`src/hdl/hcbp_pkg.sv`:
```
// Shared types and constants for the Huffman code bit packer.
`default_nettype none
package hcbp_pkg;

  localparam int SYMBOL_COUNT = 256;
  localparam int SYM_W        = $clog2(SYMBOL_COUNT);
  localparam int MAX_CODE_LEN = 32;
  localparam int CODE_W       = 32;
  // longest usable code: the length limit, but never past the code word
  localparam int LEN_CAP      = (MAX_CODE_LEN < CODE_W) ? MAX_CODE_LEN : CODE_W;
  localparam int LEN_W        = 6;
  localparam int PEND_W       = 7;
  localparam int CNT_W        = 3;
  localparam int ACC_W        = CODE_W + 8;
  localparam int REM_W        = 6;
  localparam int BYTE_W       = 8;
  localparam int IN_DATA_W    = 48;
  localparam int Q_DEPTH      = 4;
  localparam int Q_PTR_W      = $clog2(Q_DEPTH);
  localparam int Q_CNT_W      = $clog2(Q_DEPTH + 1);

  typedef enum logic [1:0] {
    FUNC_LOAD   = 2'd0,
    FUNC_ENCODE = 2'd1,
    FUNC_FLUSH  = 2'd2
  } func_t;

  // One queued job for the packer.
  typedef struct packed {
    logic              flush;
    logic [CODE_W-1:0] code;
    logic [LEN_W-1:0]  len;
  } q_entry_t;

  // Queue status seen by the front end.
  typedef struct packed {
    logic full;
  } q_stat_t;

endpackage
`default_nettype wire

```
`src/hdl/hcbp_back.sv`:
```
// Back end: merges codes into the bit accumulator and emits bytes.
`default_nettype none
module hcbp_back (
  input  logic               clk,
  input  logic               rst,
  input  logic               head_valid,
  input  hcbp_pkg::q_entry_t head_data,
  output logic               pop,
  output logic               m_tvalid,
  input  logic               m_tready,
  output logic [7:0]         m_tdata,
  output logic               m_tlast
);
  import hcbp_pkg::*;

  logic              busy;
  logic [ACC_W-1:0]  acc;
  logic [REM_W-1:0]  rem;
  logic [PEND_W-1:0] pending_bits;
  logic [CNT_W-1:0]  pending_count;

  logic [2*CODE_W-1:0] code_sh;
  logic [CODE_W-1:0]   code_al;
  logic [PEND_W-1:0]   pend_al;
  logic [ACC_W-1:0]    acc_enc;
  logic [REM_W-1:0]    rem_enc;
  logic [BYTE_W-1:0]   flush_byte;
  logic                slot_free;
  logic                emit;
  logic [ACC_W-1:0]    acc_shift;
  logic [REM_W-1:0]    rem_after;

  // leftover bits at the top of the word, returned right aligned
  function automatic logic [PEND_W-1:0] tail_bits(input logic [ACC_W-1:0] w,
                                                  input logic [CNT_W-1:0] n);
    tail_bits = w[ACC_W-1 -: PEND_W] >> (CNT_W'(PEND_W) - n);
  endfunction

  assign pop       = !busy && head_valid;
  assign slot_free = !m_tvalid || m_tready;
  assign emit      = busy && slot_free;

  // left-align code, then place it after the pending bits
  assign code_sh = {head_data.code, {CODE_W{1'b0}}} >> head_data.len;
  assign code_al = code_sh[CODE_W-1:0];
  assign pend_al = pending_bits << (CNT_W'(PEND_W) - pending_count);
  assign acc_enc = {pend_al, {(ACC_W-PEND_W){1'b0}}} | ({code_al, 8'b0} >> pending_count);
  assign rem_enc = {3'b0, pending_count} + head_data.len;
  assign flush_byte = BYTE_W'({1'b0, pending_bits} << (4'd8 - {1'b0, pending_count}));

  assign acc_shift = acc << 8;
  assign rem_after = rem - REM_W'(8);

  always_ff @(posedge clk) begin
    if (pop) begin
      if (head_data.flush) begin
        acc <= {flush_byte, {CODE_W{1'b0}}};
        rem <= REM_W'(8);
      end else begin
        acc <= acc_enc;
        rem <= rem_enc;
      end
    end else if (emit) begin
      acc <= acc_shift;
      rem <= rem_after;
    end
    if (emit) begin
      m_tdata <= acc[ACC_W-1 -: BYTE_W];
      m_tlast <= (rem < REM_W'(16));
    end
  end

  always_ff @(posedge clk) begin
    if (rst) begin
      busy          <= 1'b0;
      m_tvalid      <= 1'b0;
      pending_bits  <= '0;
      pending_count <= '0;
    end else begin
      if (emit) begin
        m_tvalid <= 1'b1;
      end else if (m_tready) begin
        m_tvalid <= 1'b0;
      end

      if (pop) begin
        if (head_data.flush) begin
          busy          <= (pending_count != '0);
          pending_bits  <= '0;
          pending_count <= '0;
        end else if (rem_enc >= REM_W'(8)) begin
          busy <= 1'b1;
        end else begin
          pending_bits  <= tail_bits(acc_enc, rem_enc[CNT_W-1:0]);
          pending_count <= rem_enc[CNT_W-1:0];
        end
      end else if (emit && rem < REM_W'(16)) begin
        busy          <= 1'b0;
        pending_bits  <= tail_bits(acc_shift, rem_after[CNT_W-1:0]);
        pending_count <= rem_after[CNT_W-1:0];
      end
    end
  end

endmodule
`default_nettype wire

```
`config.mk`:
```
export PLATFORM = sky130hd
export DESIGN_NAME = hcbp_back
export DESIGN_NICKNAME = d
export VERILOG_FILES = /design/src/hdl/hcbp_pkg.sv /design/src/hdl/hcbp_back.sv
export SDC_FILE = /design/constraint.sdc
export NUM_CORES = 1
export LEC_CHECK = 0
export ABC_CLOCK_PERIOD_IN_PS = 6600
export BUFFER_PORTS_ARGS = -buffer_cell sky130_fd_sc_hd__buf_2
export CAP_MARGIN = 20
export CORE_MARGIN = 5
export CORE_UTILIZATION = 41
export DETAILED_ROUTE_END_ITERATION = 10
export SETUP_SLACK_MARGIN = 0.02
export SLEW_MARGIN = 20
export SYNTH_ARGS = -nofsm -noshare
export SYNTH_HDL_FRONTEND = slang
export SYNTH_SLANG_ARGS = --single-unit
```
`constraint.sdc`:
```
create_clock -name clk -period 6.6 [get_ports clk]
set_input_delay 0 -clock clk [delete_from_list [all_inputs] [get_ports clk]]
set_output_delay 0 -clock clk [all_outputs]
set_load 0.1 [all_outputs]
```
==> impl_metrics.yaml <==
outcome:
  status: "finished, final reports clean"
power:
  power_frac_seq_pct: 29.5
  clkPwrFrac_pct: 23.8
  comb_power_share_pct: 46.7
  p_sw_uw: 845
  p_leak_nw: 3.12
  ir_drop_v: 0.000143
  swShare_pct: 40.4
  total_power_mw: 2.09
  p_int_mw: 1.25
  power_density_mw_per_mm2: 255
sta:
  setup_violations: 0
  skew_ps: 6.66
  finalCritPeriodShare_pct: 57.9
  worstMarginPinSlew_ps: 1020
  rsz0062_at_grt: "false"
  drv_slew: 0
  fin_setup_tns_ps: 0
  hold_viol: 0
  holdWs_ps: 18.4
  fin_ws_ps: 2780
  relSlewSlack_pct: 31.7
  fin_crit_ps: 3820
  fmax_ghz: 0.262
synth:
  synth-edff-count: 54
  syn_inst: 815
  synthTopCellsByCount: "nand2_1 (96), mux2i_1 (81), nor2_1 (56)"
  ys_types: 80
  synth-seq-cells: 66
  ys_seq_area_share_pct: 24.4
  syn_area_per_cell_sq_um: 9.36
  netlist_area_sq_mm: 0.00763
  yosys.area.top_type: "edfxtp_1"
  synth.most_common_cell: "nand2_1"
  synthTopCellsByArea: "edfxtp_1 (21%), mux4_2 (13%), mux2i_1 (11%)"
  synthArstFlopShare_pct: 0
  yosysTopAreaCellShare_pct: 21.3
  yosysWarningCount: 0
  synth.net_count: 865
  synth_top_flop_cell: "edfxtp_1"
floorplanning:
  fp.dieW_um: 146
  dieArea_sq_mm: 0.0214
  initial_core_util_pct: 42.0
  rows: 49
  die_y_um: 146
  core-area_sq_mm: 0.0181
  pin_count: 54
setup_path:
  path_max_fanout: 22
  cp-end-kind: "register"
  cp.required_ps: 6790
  r2r_start: "pending_count[0]"
  cp.arrival_ps: 4010
  worst-r2r-setup-slack_ps: 2780
  path_class: "register to register"
  crit_start: "pending_count[0]"
  start_kind: "register"
final_layout:
  fin_area_sq_mm: 0.00821
  fillCellCount: 1765
  layout.nets: 870
  syn_to_final_growth_pct: 7.66
  insertedDiodeCount: 0
  drive_gt1_share_pct: 22.2
cts:
  cts_max_level: 3
  holdBufCountCts: 1
  cts_resized: 0
  clkLatencyLatePin_ps: 330
  cts_inserted_buffers: 9
  cts.path.max_buffers: 2
  post-cts-setup-buffers: 0
  clock-sinks: 66
  clkTransAtPathRegs_ps: 60
  tritoncts: "yes"
  root_buffer: "clkbuf_16"
drt:
  vias: 7044
  drtPass1Iterations: 5
  wl_per_cell_um: 23.0
  drc_errors: 0
  ant_nets: 0
  drt_iter0_drc: 729
  wl_um: 24200
  via_per_inst: 6.69
placed_design:
  pre_cts_slack_ps: 2890
  placed_area_sq_mm: 0.00790
  dp_hpwl_um: 17700
  portBuffers: 53
  gp_congestion: 0.932
global_routing:
  grt.total_usage_pct: 22.3
  grt_pass1_vias: 6714
  grt_overflow: 0
  grt_max_degree: 57
  antenna_found_initial: 0
  grt_pass1_wl_um: 38900
hold_path:
  hold_start: "rst"
  hp-class: "input port to register"
run:
  drv_cap: 0
==> power by group through the flow <==
stage | logic [mW] | registers [mW] | clock network (mW)
floorplan | 0.686 | 0.653 | 0
global placement | 0.960 | 0.623 | 0
detailed placement | 0.960 | 0.625 | 0
CTS | 0.967 | 0.618 | 0.504
global route | 1.05 | 0.626 | 0.530
finish | 0.977 | 0.619 | 0.498
==> cell families after synthesis <==
family	Yosys count	synth area share (%)
mux	177	32.1
flops	66	24.4
buf+inv	93	5.89
simple gates	234	13.7
xor+xnor	7	0.804
compound gates	231	21.9
fa+ha+maj	7	1.25
==> registers in the layout, summed over array words and instances (netlist names) <==
| name | count |
|---|---|
| busy | 1 |
| pending_bits | 7 |
| rem | 6 |
| m_tvalid | 1 |
| acc | 39 |
| m_tdata | 8 |
| pending_count | 3 |
| m_tlast | 1 |
==> metrics by stage <==
| stage | std cells | util (%) |
|---|---|---|
| after global routing | 1053 | 45.2 |
| after floorplan | 815 | - |
| final | 1053 | 45.2 |
| after global placement | 1037 | 43.5 |
| after detailed placement | 1037 | 43.5 |
| after CTS | 1053 | 45.2 |
==> layout by cell type (no fill, tap or decap), drive strengths merged, types with 12 or more instances in the layout <==
cell and n:
edfxtp 54, o22ai 14, nand3 29, mux2i 81, inv 19, a21oi 38
mux2 48, o21ai 41, nand2 96, nor3 19, dfxtp 12, buf 65
o211ai 15, nor2 56, mux4 48, nor2b 13
==> routing by layer <==
layer  share of wire, %  global-route usage [%]
met4                2.0                    5.17
met5                  0                       0
met3                6.5                    3.44
met1                 43                    30.4
met2                 49                    37.4
==> cell type report <==
type	instances	area (sq um)	area share, %
sequential	66	1860	22.7
clock inverter	4	67.6	0.823
inverter	21	78.8	0.960
clock buffer	11	233	2.83
multi-input combinational	656	5320	64.8
tap	229	287	3.49
timing repair buffer	66	365	4.45
==> path summary, 6_finish.rpt <==
kind                     endpoint  cells past startpoint
setup / recovery  pending_bits[1]                     13
hold / removal    pending_bits[6]                      2
setup reg to reg  pending_bits[1]                     13
hold reg to reg        m_tdata[2]                      0
==> critical path: stages, from the launching register on <==
cell      delay, ps
dfxtp_1         750
ha_1            290
inv_1            50
fa_1            440
nor2b_1         160
o21ai_0         110
xnor2_1         450
nand2_1         100
o21ai_1         130
buf_4           260
a21boi_0        490
o311a_1         280
a2111o_1        110
a311oi_1         40
Power figures use the tool's default switching activity.
