==> config.mk <==
export PLATFORM = sky130hd
export DESIGN_NAME = hcbp_queue
export DESIGN_NICKNAME = d
export VERILOG_FILES = /design/src/hdl/hcbp_pkg.sv /design/src/hdl/hcbp_queue.sv
export SDC_FILE = /design/constraint.sdc
export NUM_CORES = 1
export LEC_CHECK = 0
export BUFFER_PORTS_ARGS = -buffer_cell sky130_fd_sc_hd__buf_2
export CAP_MARGIN = 20
export CORE_MARGIN = 10
export CORE_UTILIZATION = 30
export DETAILED_ROUTE_END_ITERATION = 10
export PLACE_DENSITY_LB_ADDON = 0.2
export SYNTH_ARGS = -nofsm -noshare
export SYNTH_HDL_FRONTEND = slang
export SYNTH_SLANG_ARGS = --single-unit
==> constraint.sdc <==
create_clock -name clk -period 3.26 [get_ports clk]
set_input_delay 0 -clock clk [delete_from_list [all_inputs] [get_ports clk]]
set_output_delay 0 -clock clk [all_outputs]
set_load 0.1 [all_outputs]
==> src/hdl/hcbp_pkg.sv <==
// Shared types and constants for the Huffman code bit packer.
`default_nettype none
package hcbp_pkg;

  localparam int SYMBOL_COUNT = 256;
  localparam int SYM_W        = $clog2(SYMBOL_COUNT);
  localparam int MAX_CODE_LEN = 32;
  localparam int CODE_W       = 32;
  // longest usable code: the length limit, but never past the code word
  localparam int LEN_CAP      = (MAX_CODE_LEN < CODE_W) ? MAX_CODE_LEN : CODE_W;
  localparam int LEN_W        = 6;
  localparam int PEND_W       = 7;
  localparam int CNT_W        = 3;
  localparam int ACC_W        = CODE_W + 8;
  localparam int REM_W        = 6;
  localparam int BYTE_W       = 8;
  localparam int IN_DATA_W    = 48;
  localparam int Q_DEPTH      = 4;
  localparam int Q_PTR_W      = $clog2(Q_DEPTH);
  localparam int Q_CNT_W      = $clog2(Q_DEPTH + 1);

  typedef enum logic [1:0] {
    FUNC_LOAD   = 2'd0,
    FUNC_ENCODE = 2'd1,
    FUNC_FLUSH  = 2'd2
  } func_t;

  // One queued job for the packer.
  typedef struct packed {
    logic              flush;
    logic [CODE_W-1:0] code;
    logic [LEN_W-1:0]  len;
  } q_entry_t;

  // Queue status seen by the front end.
  typedef struct packed {
    logic full;
  } q_stat_t;

endpackage
`default_nettype wire

==> src/hdl/hcbp_queue.sv <==
// Short job queue between front and back.
`default_nettype none
module hcbp_queue (
  input  logic               clk,
  input  logic               rst,
  input  logic               push,
  input  hcbp_pkg::q_entry_t push_data,
  output hcbp_pkg::q_stat_t  q_stat,
  output logic               head_valid,
  output hcbp_pkg::q_entry_t head_data,
  input  logic               pop
);
  import hcbp_pkg::*;

  q_entry_t            slots [Q_DEPTH];
  logic [Q_PTR_W-1:0]  wr_ptr;
  logic [Q_PTR_W-1:0]  rd_ptr;
  logic [Q_CNT_W-1:0]  count;
  logic                do_push;
  logic                do_pop;

  assign q_stat.full = (count == Q_CNT_W'(Q_DEPTH));
  assign head_valid  = (count != '0);
  assign head_data   = slots[rd_ptr];
  assign do_push     = push && !q_stat.full;
  assign do_pop      = pop && head_valid;

  always_ff @(posedge clk) begin
    if (do_push) begin
      slots[wr_ptr] <= push_data;
    end
  end

  always_ff @(posedge clk) begin
    if (rst) begin
      wr_ptr <= '0;
      rd_ptr <= '0;
      count  <= '0;
    end else begin
      if (do_push) begin
        wr_ptr <= wr_ptr + Q_PTR_W'(1);
      end
      if (do_pop) begin
        rd_ptr <= rd_ptr + Q_PTR_W'(1);
      end
      case ({do_push, do_pop})
        2'b10:   count <= count + Q_CNT_W'(1);
        2'b01:   count <= count - Q_CNT_W'(1);
        default: count <= count;
      endcase
    end
  end

endmodule
`default_nettype wire

==> results of run 1 <==
## sequential cells by signal, summed over array words and instances, names as in the netlist, named ones only
| register | flops |
|---|---|
| wr_ptr | 2 |
| slots | 156 |
| count | 3 |
| rd_ptr | 2 |
## worst paths after layout
kind | start | to | slack, ns | depth (start not counted)
worst max register to register | count[2] | count[2] | 1.09 | 9
worst min-delay path | push | wr_ptr[1] | 0.05 | 4
worst min register to register | wr_ptr[1] | wr_ptr[1] | 0.52 | 2
worst max-delay path | register | head_data[7] | 0.95 | 2
## where the power goes
group | internal [mW] | total [mW] | switching, mW
logic | 0.641 | 2.78 | 2.14
registers | 2.54 | 2.75 | 0.210
clock network | 1.21 | 2.01 | 0.797
total | 4.39 | 7.54 | 3.15
## kinds of logic (layout without fill, tap and decap cells)
| family | Yosys count | count (layout) | synth area share, % |
|---|---|---|---|
| multiplexers | 40 | 40 | 14.6 |
| buffers and inverters | 16 | 169 | 1.40 |
| flip-flops | 165 | 165 | 79.8 |
| AO/OA/AOI/OAI | 7 | 7 | 0.698 |
| adder cells (fa/ha/maj) | 6 | 6 | 1.36 |
| XOR/XNOR | 4 | 4 | 0.575 |
| AND/OR/NAND/NOR | 17 | 17 | 1.56 |
## placed cells by master, fill, tap and decap left out, types with 2 or more instances in the layout
cell,count
a21oi_1,3
and2_2,4
buf_12,4
buf_2,83
buf_4,2
bufinv_16,3
clkbuf_16,17
clkinvlp_4,3
dfxtp_1,7
dlygate4sd3_1,41
edfxtp_1,156
ha_1,5
inv_1,7
inv_6,5
mux4_2,39
nand2b_1,2
nor2_1,7
o21ai_0,2
or3_1,3
xor2_1,3
## through the flow
| step | total power, mW | hold slack, ns |
|---|---|---|
| 3_5_place_dp | 5.58 | 0.224 |
| 6_report | 7.54 | 0.0457 |
| 5_1_grt | 7.85 | 0.0634 |
| 4_1_cts | 7.66 | 0.0299 |
| 2_1_floorplan | 5.11 | 0.0989 |
| 3_3_place_gp | 5.57 | 0.214 |
## worst max-delay path: cells and delay by family, from the launching register on
kind     cells  cell delay, ns
buf+inv      1            0.32
flops        1            0.92
mux          1            0.65
## cell type report
type                    instances  area, um2
flip-flops and latches        165       4870
fillers                      1809      12200
multi-input cells              74       1150
inverters                       7       26.3
clock buffers                  18        429
repair buffers                130        921
well taps                     270        338
clock inverters                14        174
## timing repair
| action | CTS | global route |
|---|---|---|
| endpoints found under the hold margin | 165 | 0 |
| gates resized for setup | 0 | 0 |
| hold buffers | 41 | 0 |
## routing by layer
| layer | routed length (um) | vias to the layer above | global-route usage, % | part of all wire (%) |
|---|---|---|---|---|
| met5 | 0 | - | 0 | 0 |
| met4 | 156 | 0 | 3.60 | 1.3 |
| met3 | 617 | 17 | 3.34 | 5.1 |
| met2 | 5780 | 67 | 14.8 | 48 |
| met1 | 5600 | 1500 | 12.4 | 46 |
| li1 | - | 1346 | - | - |
==> flow_metrics.tcl, run 1 <==
set metrics [dict create \
    synth_ff_type "edfxtp_1" \
    htree_levels 4 \
    post-dp-hpwl_mm 7.67 \
    place_congestion 0.703 \
    synth_most_common_cell "edfxtp_1" \
    grt_pass1_vias 3335 \
    p_per_area_nw_per_um2 954 \
    die_area_um2 26400 \
    synth_warnings 0 \
    die_h_um 163 \
    cts.sinks 165 \
    n_antenna_cell 0 \
    cts.path.max_buffers 2 \
    antenna_found_initial 0 \
    synth-async-reset-ratio_pct 0 \
    tightest_slew_ns 0.854 \
    clkSlewWorstSetupHoldPaths_ns 0.06 \
    grt_util_all_layers_pct 9.67 \
    synth_cell_types 23 \
    die_w_um 163 \
    core_um2 20100 \
    timing.final.crit_share_pct 70.8 \
    path_max_fanout 39 \
    fin_nets 444 \
    firstDrtPassIters 4 \
    syn_area_per_cell_um2 23.9 \
    finalCriticalPeriod_ns 2.31 \
    end_kind "primary output" \
    ys_seq_elements 165 \
    tritoncts "yes" \
    synth_common_cells "edfxtp_1, mux4_2, dfxtp_1, inv_1, nor2_1" \
    setup_slack_ns 0.953 \
    start_util_pct 30.3 \
    worst_path_largest_cell_delay_ns 0.92 \
    post_cts_buffers 0 \
    status "completed" \
    max_cap_viol_count 0 \
    grt_pass1_wl_mm 19.3 \
    grt_max_degree 40 \
    numCtsBuffers 17 \
    fmax_mhz 434 \
    ir_drop_mv 0.402 \
    path_class "reg2out" \
    drt_iter0_drc 169 \
    yosysTopAreaCell "edfxtp_1" \
    io_buffers 83 \
    syn_nets 304 \
    worst_skew_pair.late_latency_ns 0.41 \
    synth.area.top_cells "edfxtp_1, mux4_2, dfxtp_1" \
    place_area_um2 6890 \
    ys_seq_area_share_pct 79.8 \
    rsz0062_at_grt "false" \
    routed_wl_mm 12.2 \
    setup.worst_path.start_class "register" \
    grt.overflow.total 0 \
    cp_data_required_time_ns 3.26 \
    path_cells "mux4_2 -> buf_2" \
    crit_slowest_cell "dfxtp_4" \
    setup_viol 0 \
    netlist.area_leader.share_pct 76.9 \
    drc 0 \
    area_growth_pct 29.8 \
    rows 52 \
    maxSlewViolCount 0 \
    stdcell_count 678 \
    clock_skew_ns 0.00640 \
    utilization_pct 39.3 \
    worstHoldPathType "in2reg" \
    pin_count 84 \
    slew-limit-headroom_pct 43.1 \
    synth_area_um2 6090 \
    syn_inst 255 \
    hold_viol_final 0 \
    place_worst_setup_slack_ns 1.10 \
    p_leak_nw 2.67 \
    synth_enable_flop_cells 156 \
    finalSetupTns_ns 0 \
    num_vias 2930 \
    cts-root-buf "clkbuf_16" \
    wire_per_inst_um 17.9 \
    ant_nets 0 \
    drive_gt1_share_pct 40.4 \
    crit_arrival_ns 2.31 \
    dp_cells 605 \
    design_area_um2 7910 \
    avgViaCountPerCell 4.32 \
]
Power figures use the tool's default switching activity.
==> run 2, diff against run 1 <==
- ABC_AREA: unset -> 1
- clock period: 3.26 -> 1.9 ns (I/O delays scaled with it)
==> flow_metrics.tcl, run 2 <==
set metrics [dict create \
    status "completed" \
    synth.area.top_cells "edfxtp_1, o21ai_0, nor2_1" \
    wire_per_inst_um 16.9 \
    synth_cell_types 19 \
    path_buf_inv 3 \
    crit_family "buffers and inverters" \
    setup.worst_path.start_class "register" \
    max_cap_viol_count 0 \
    pin_count 84 \
    r2r_cells 13 \
    rr_startpoint "count[0]" \
    place_area_um2 7960 \
    post_cts_buffers 0 \
    largest_reg_flops 156 \
    rows 52 \
    synth-async-reset-ratio_pct 0 \
    synth_warnings 0 \
    firstDrtPassIters 5 \
    avgViaCountPerCell 4.57 \
    die_area_um2 27100 \
    clkSlewWorstSetupHoldPaths_ns 0.06 \
    ys_seq_area_share_pct 77.6 \
    dp_cells 794 \
    hold_viol_final 0 \
    path_max_fanout 30 \
    end_kind "primary output" \
    io_buffers 83 \
    layout_commonest_cell "edfxtp_1" \
    synth_ff_type "edfxtp_1" \
    reg2reg_setup_slack_ns 0.21 \
    grt_pass1_vias 4134 \
    worst_path_largest_cell_delay_ns 0.37 \
    cp_data_required_time_ns 1.90 \
    antenna_found_initial 1 \
    grt.overflow.total 0 \
    drive_gt1_share_pct 30.9 \
    rr_endpoint "count[2]" \
    synth_most_common_cell "edfxtp_1" \
    place_congestion 0.757 \
    post-dp-hpwl_mm 9.17 \
    drc 0 \
    whs_ns 0.327 \
    clock_skew_ns 0.00657 \
    cts-root-buf "clkbuf_16" \
    n_fill_cell 1870 \
    layout_common_cells "edfxtp_1, nor2_1, o21ai_0" \
    timing.final.crit_share_pct 94.7 \
    ys_seq_elements 165 \
    power_mw 14.6 \
    worst_skew_pair.late_latency_ns 0.42 \
    grt_util_all_layers_pct 11.3 \
    crit_slowest_cell "dfxtp_2" \
    finalCriticalPeriod_ns 1.80 \
    cts.sinks 165 \
    hold_depth 2 \
    stdcell_count 870 \
    design_area_um2 8970 \
    crit_arrival_ns 1.80 \
    p_per_area_nw_per_um2 1630 \
    numCtsBuffers 17 \
    synth_area_um2 6270 \
    setup_slack_ns 0.0999 \
    rsz0062_at_grt "true" \
    tightest_slew_ns 0.499 \
    die_h_um 165 \
    largestRegisters "slots (156), count (3)" \
    setup_viol 0 \
    yosysTopAreaCell "edfxtp_1" \
    htree_levels 4 \
    start_util_pct 30.7 \
    largest_register "slots" \
    slew-limit-headroom_pct 67.0 \
    min_from "push_data[22]" \
    ant_nets 0 \
    grt_max_degree 34 \
    synth_common_cells "edfxtp_1, nor2_1, o21ai_0, o22ai_1, inv_1" \
    path_cells "inv_6 -> buf_4 -> nor2_1 -> o22ai_2 -> buf_12" \
    syn_area_per_cell_um2 14.0 \
    drt_iter0_drc 197 \
    syn_nets 496 \
    tritoncts "yes" \
    area_growth_pct 43.1 \
    place_worst_setup_slack_ns 0.0352 \
    num_vias 3974 \
    netlist.area_leader.share_pct 74.7 \
    synth_enable_flop_cells 156 \
    maxSlewViolCount 0 \
    fin_nets 635 \
    ir_drop_mv 0.803 \
    grt_pass1_wl_mm 23.2 \
    path_class "reg2out" \
    die_w_um 165 \
    fmax_mhz 556 \
    min_to "slots[2][22]" \
    syn_inst 447 \
    worstHoldPathType "in2reg" \
    p_leak_nw 3.21 \
    routed_wl_mm 14.7 \
    cts.path.max_buffers 2 \
    core_um2 20400 \
]
[run 2: cell types whose count changed after synthesis, sizes merged, moves of 3 or more]
cell / delta
and2: -4
mux4: -39
xor2: -3
o21ai: +78
buf: +8
clkbuf: +8
o22ai: +39
inv: +12
or3: -3
nor2: +81
nand2: +15
nand3: +5
[run 2: area by class of cell]
type / instances / area, um2 / share of cell area (%)
Tap cell: 270 / 338 / 3.76
Clock buffer: 18 / 429 / 4.78
Inverter: 19 / 78.8 / 0.878
Clock inverter: 14 / 123 / 1.37
Multi-Input combinational cell: 238 / 1460 / 16.3
Sequential cell: 165 / 4870 / 54.3
Antenna cell: 1 / 2.50 / 0.0279
Timing Repair Buffer: 145 / 1670 / 18.6
[run 2: report_power, final]
part / switching [mW] / internal [mW]
Sequential: 0.126 / 4.33
Clock: 1.37 / 1.81
Combinational: 4.74 / 2.26
Total: 6.24 / 8.40
[run 2: metrics by stage]
stage               TNS [ns]  utilization (%)
CTS                        0             43.8
floorplan                  0                -
finish                     0             43.9
global placement           0             39.0
detailed placement         0             39.0
global route         -0.0446             43.9
[run 2: worst max-delay path by stage]
stage          depth (start not counted)            end  slack (ns)     start
2_1_floorplan                         12       count[2]        0.01  count[1]
3_3_place_gp                          12       count[2]        0.10  count[1]
3_5_place_dp                          12       count[2]        0.04  count[1]
4_1_cts                                5   head_data[3]        0.02  register
5_1_grt                                5  head_data[12]       -0.02  register
6_report                               5  head_data[16]         0.1  register
[run 2: cells by family after synthesis]
group / after synthesis / synth area share (%)
compound gates: 124 / 10.7
fa+ha+maj: 6 / 1.32
simple gates: 108 / 6.61
flops: 165 / 77.6
buf+inv: 44 / 3.81
[run 2: repair_timing]
item,4_1_cts,5_1_grt
hold endpoints to repair,165,0
gates resized for setup,2,11
hold buffers,43,0
endpoints found under the setup margin,8,18
[run 2: worst reg2reg max path: cells and delay by family (launching register included)]
kind | cells | cell delay [ns]
buffers and inverters | 3 | 0.21
flip-flops | 1 | 0.39
adder cells (fa/ha/maj) | 2 | 0.52
AND/OR/NAND/NOR | 8 | 0.47
[run 2: metal layers]
| layer | vias up | wire [um] | global-route usage, % |
|---|---|---|---|
| met5 | - | 0 | 0 |
| met4 | 0 | 140 | 3.10 |
| met3 | 15 | 726 | 3.83 |
| met2 | 81 | 7060 | 18.2 |
| met1 | 1953 | 6750 | 14.1 |
| li1 | 1925 | - | - |
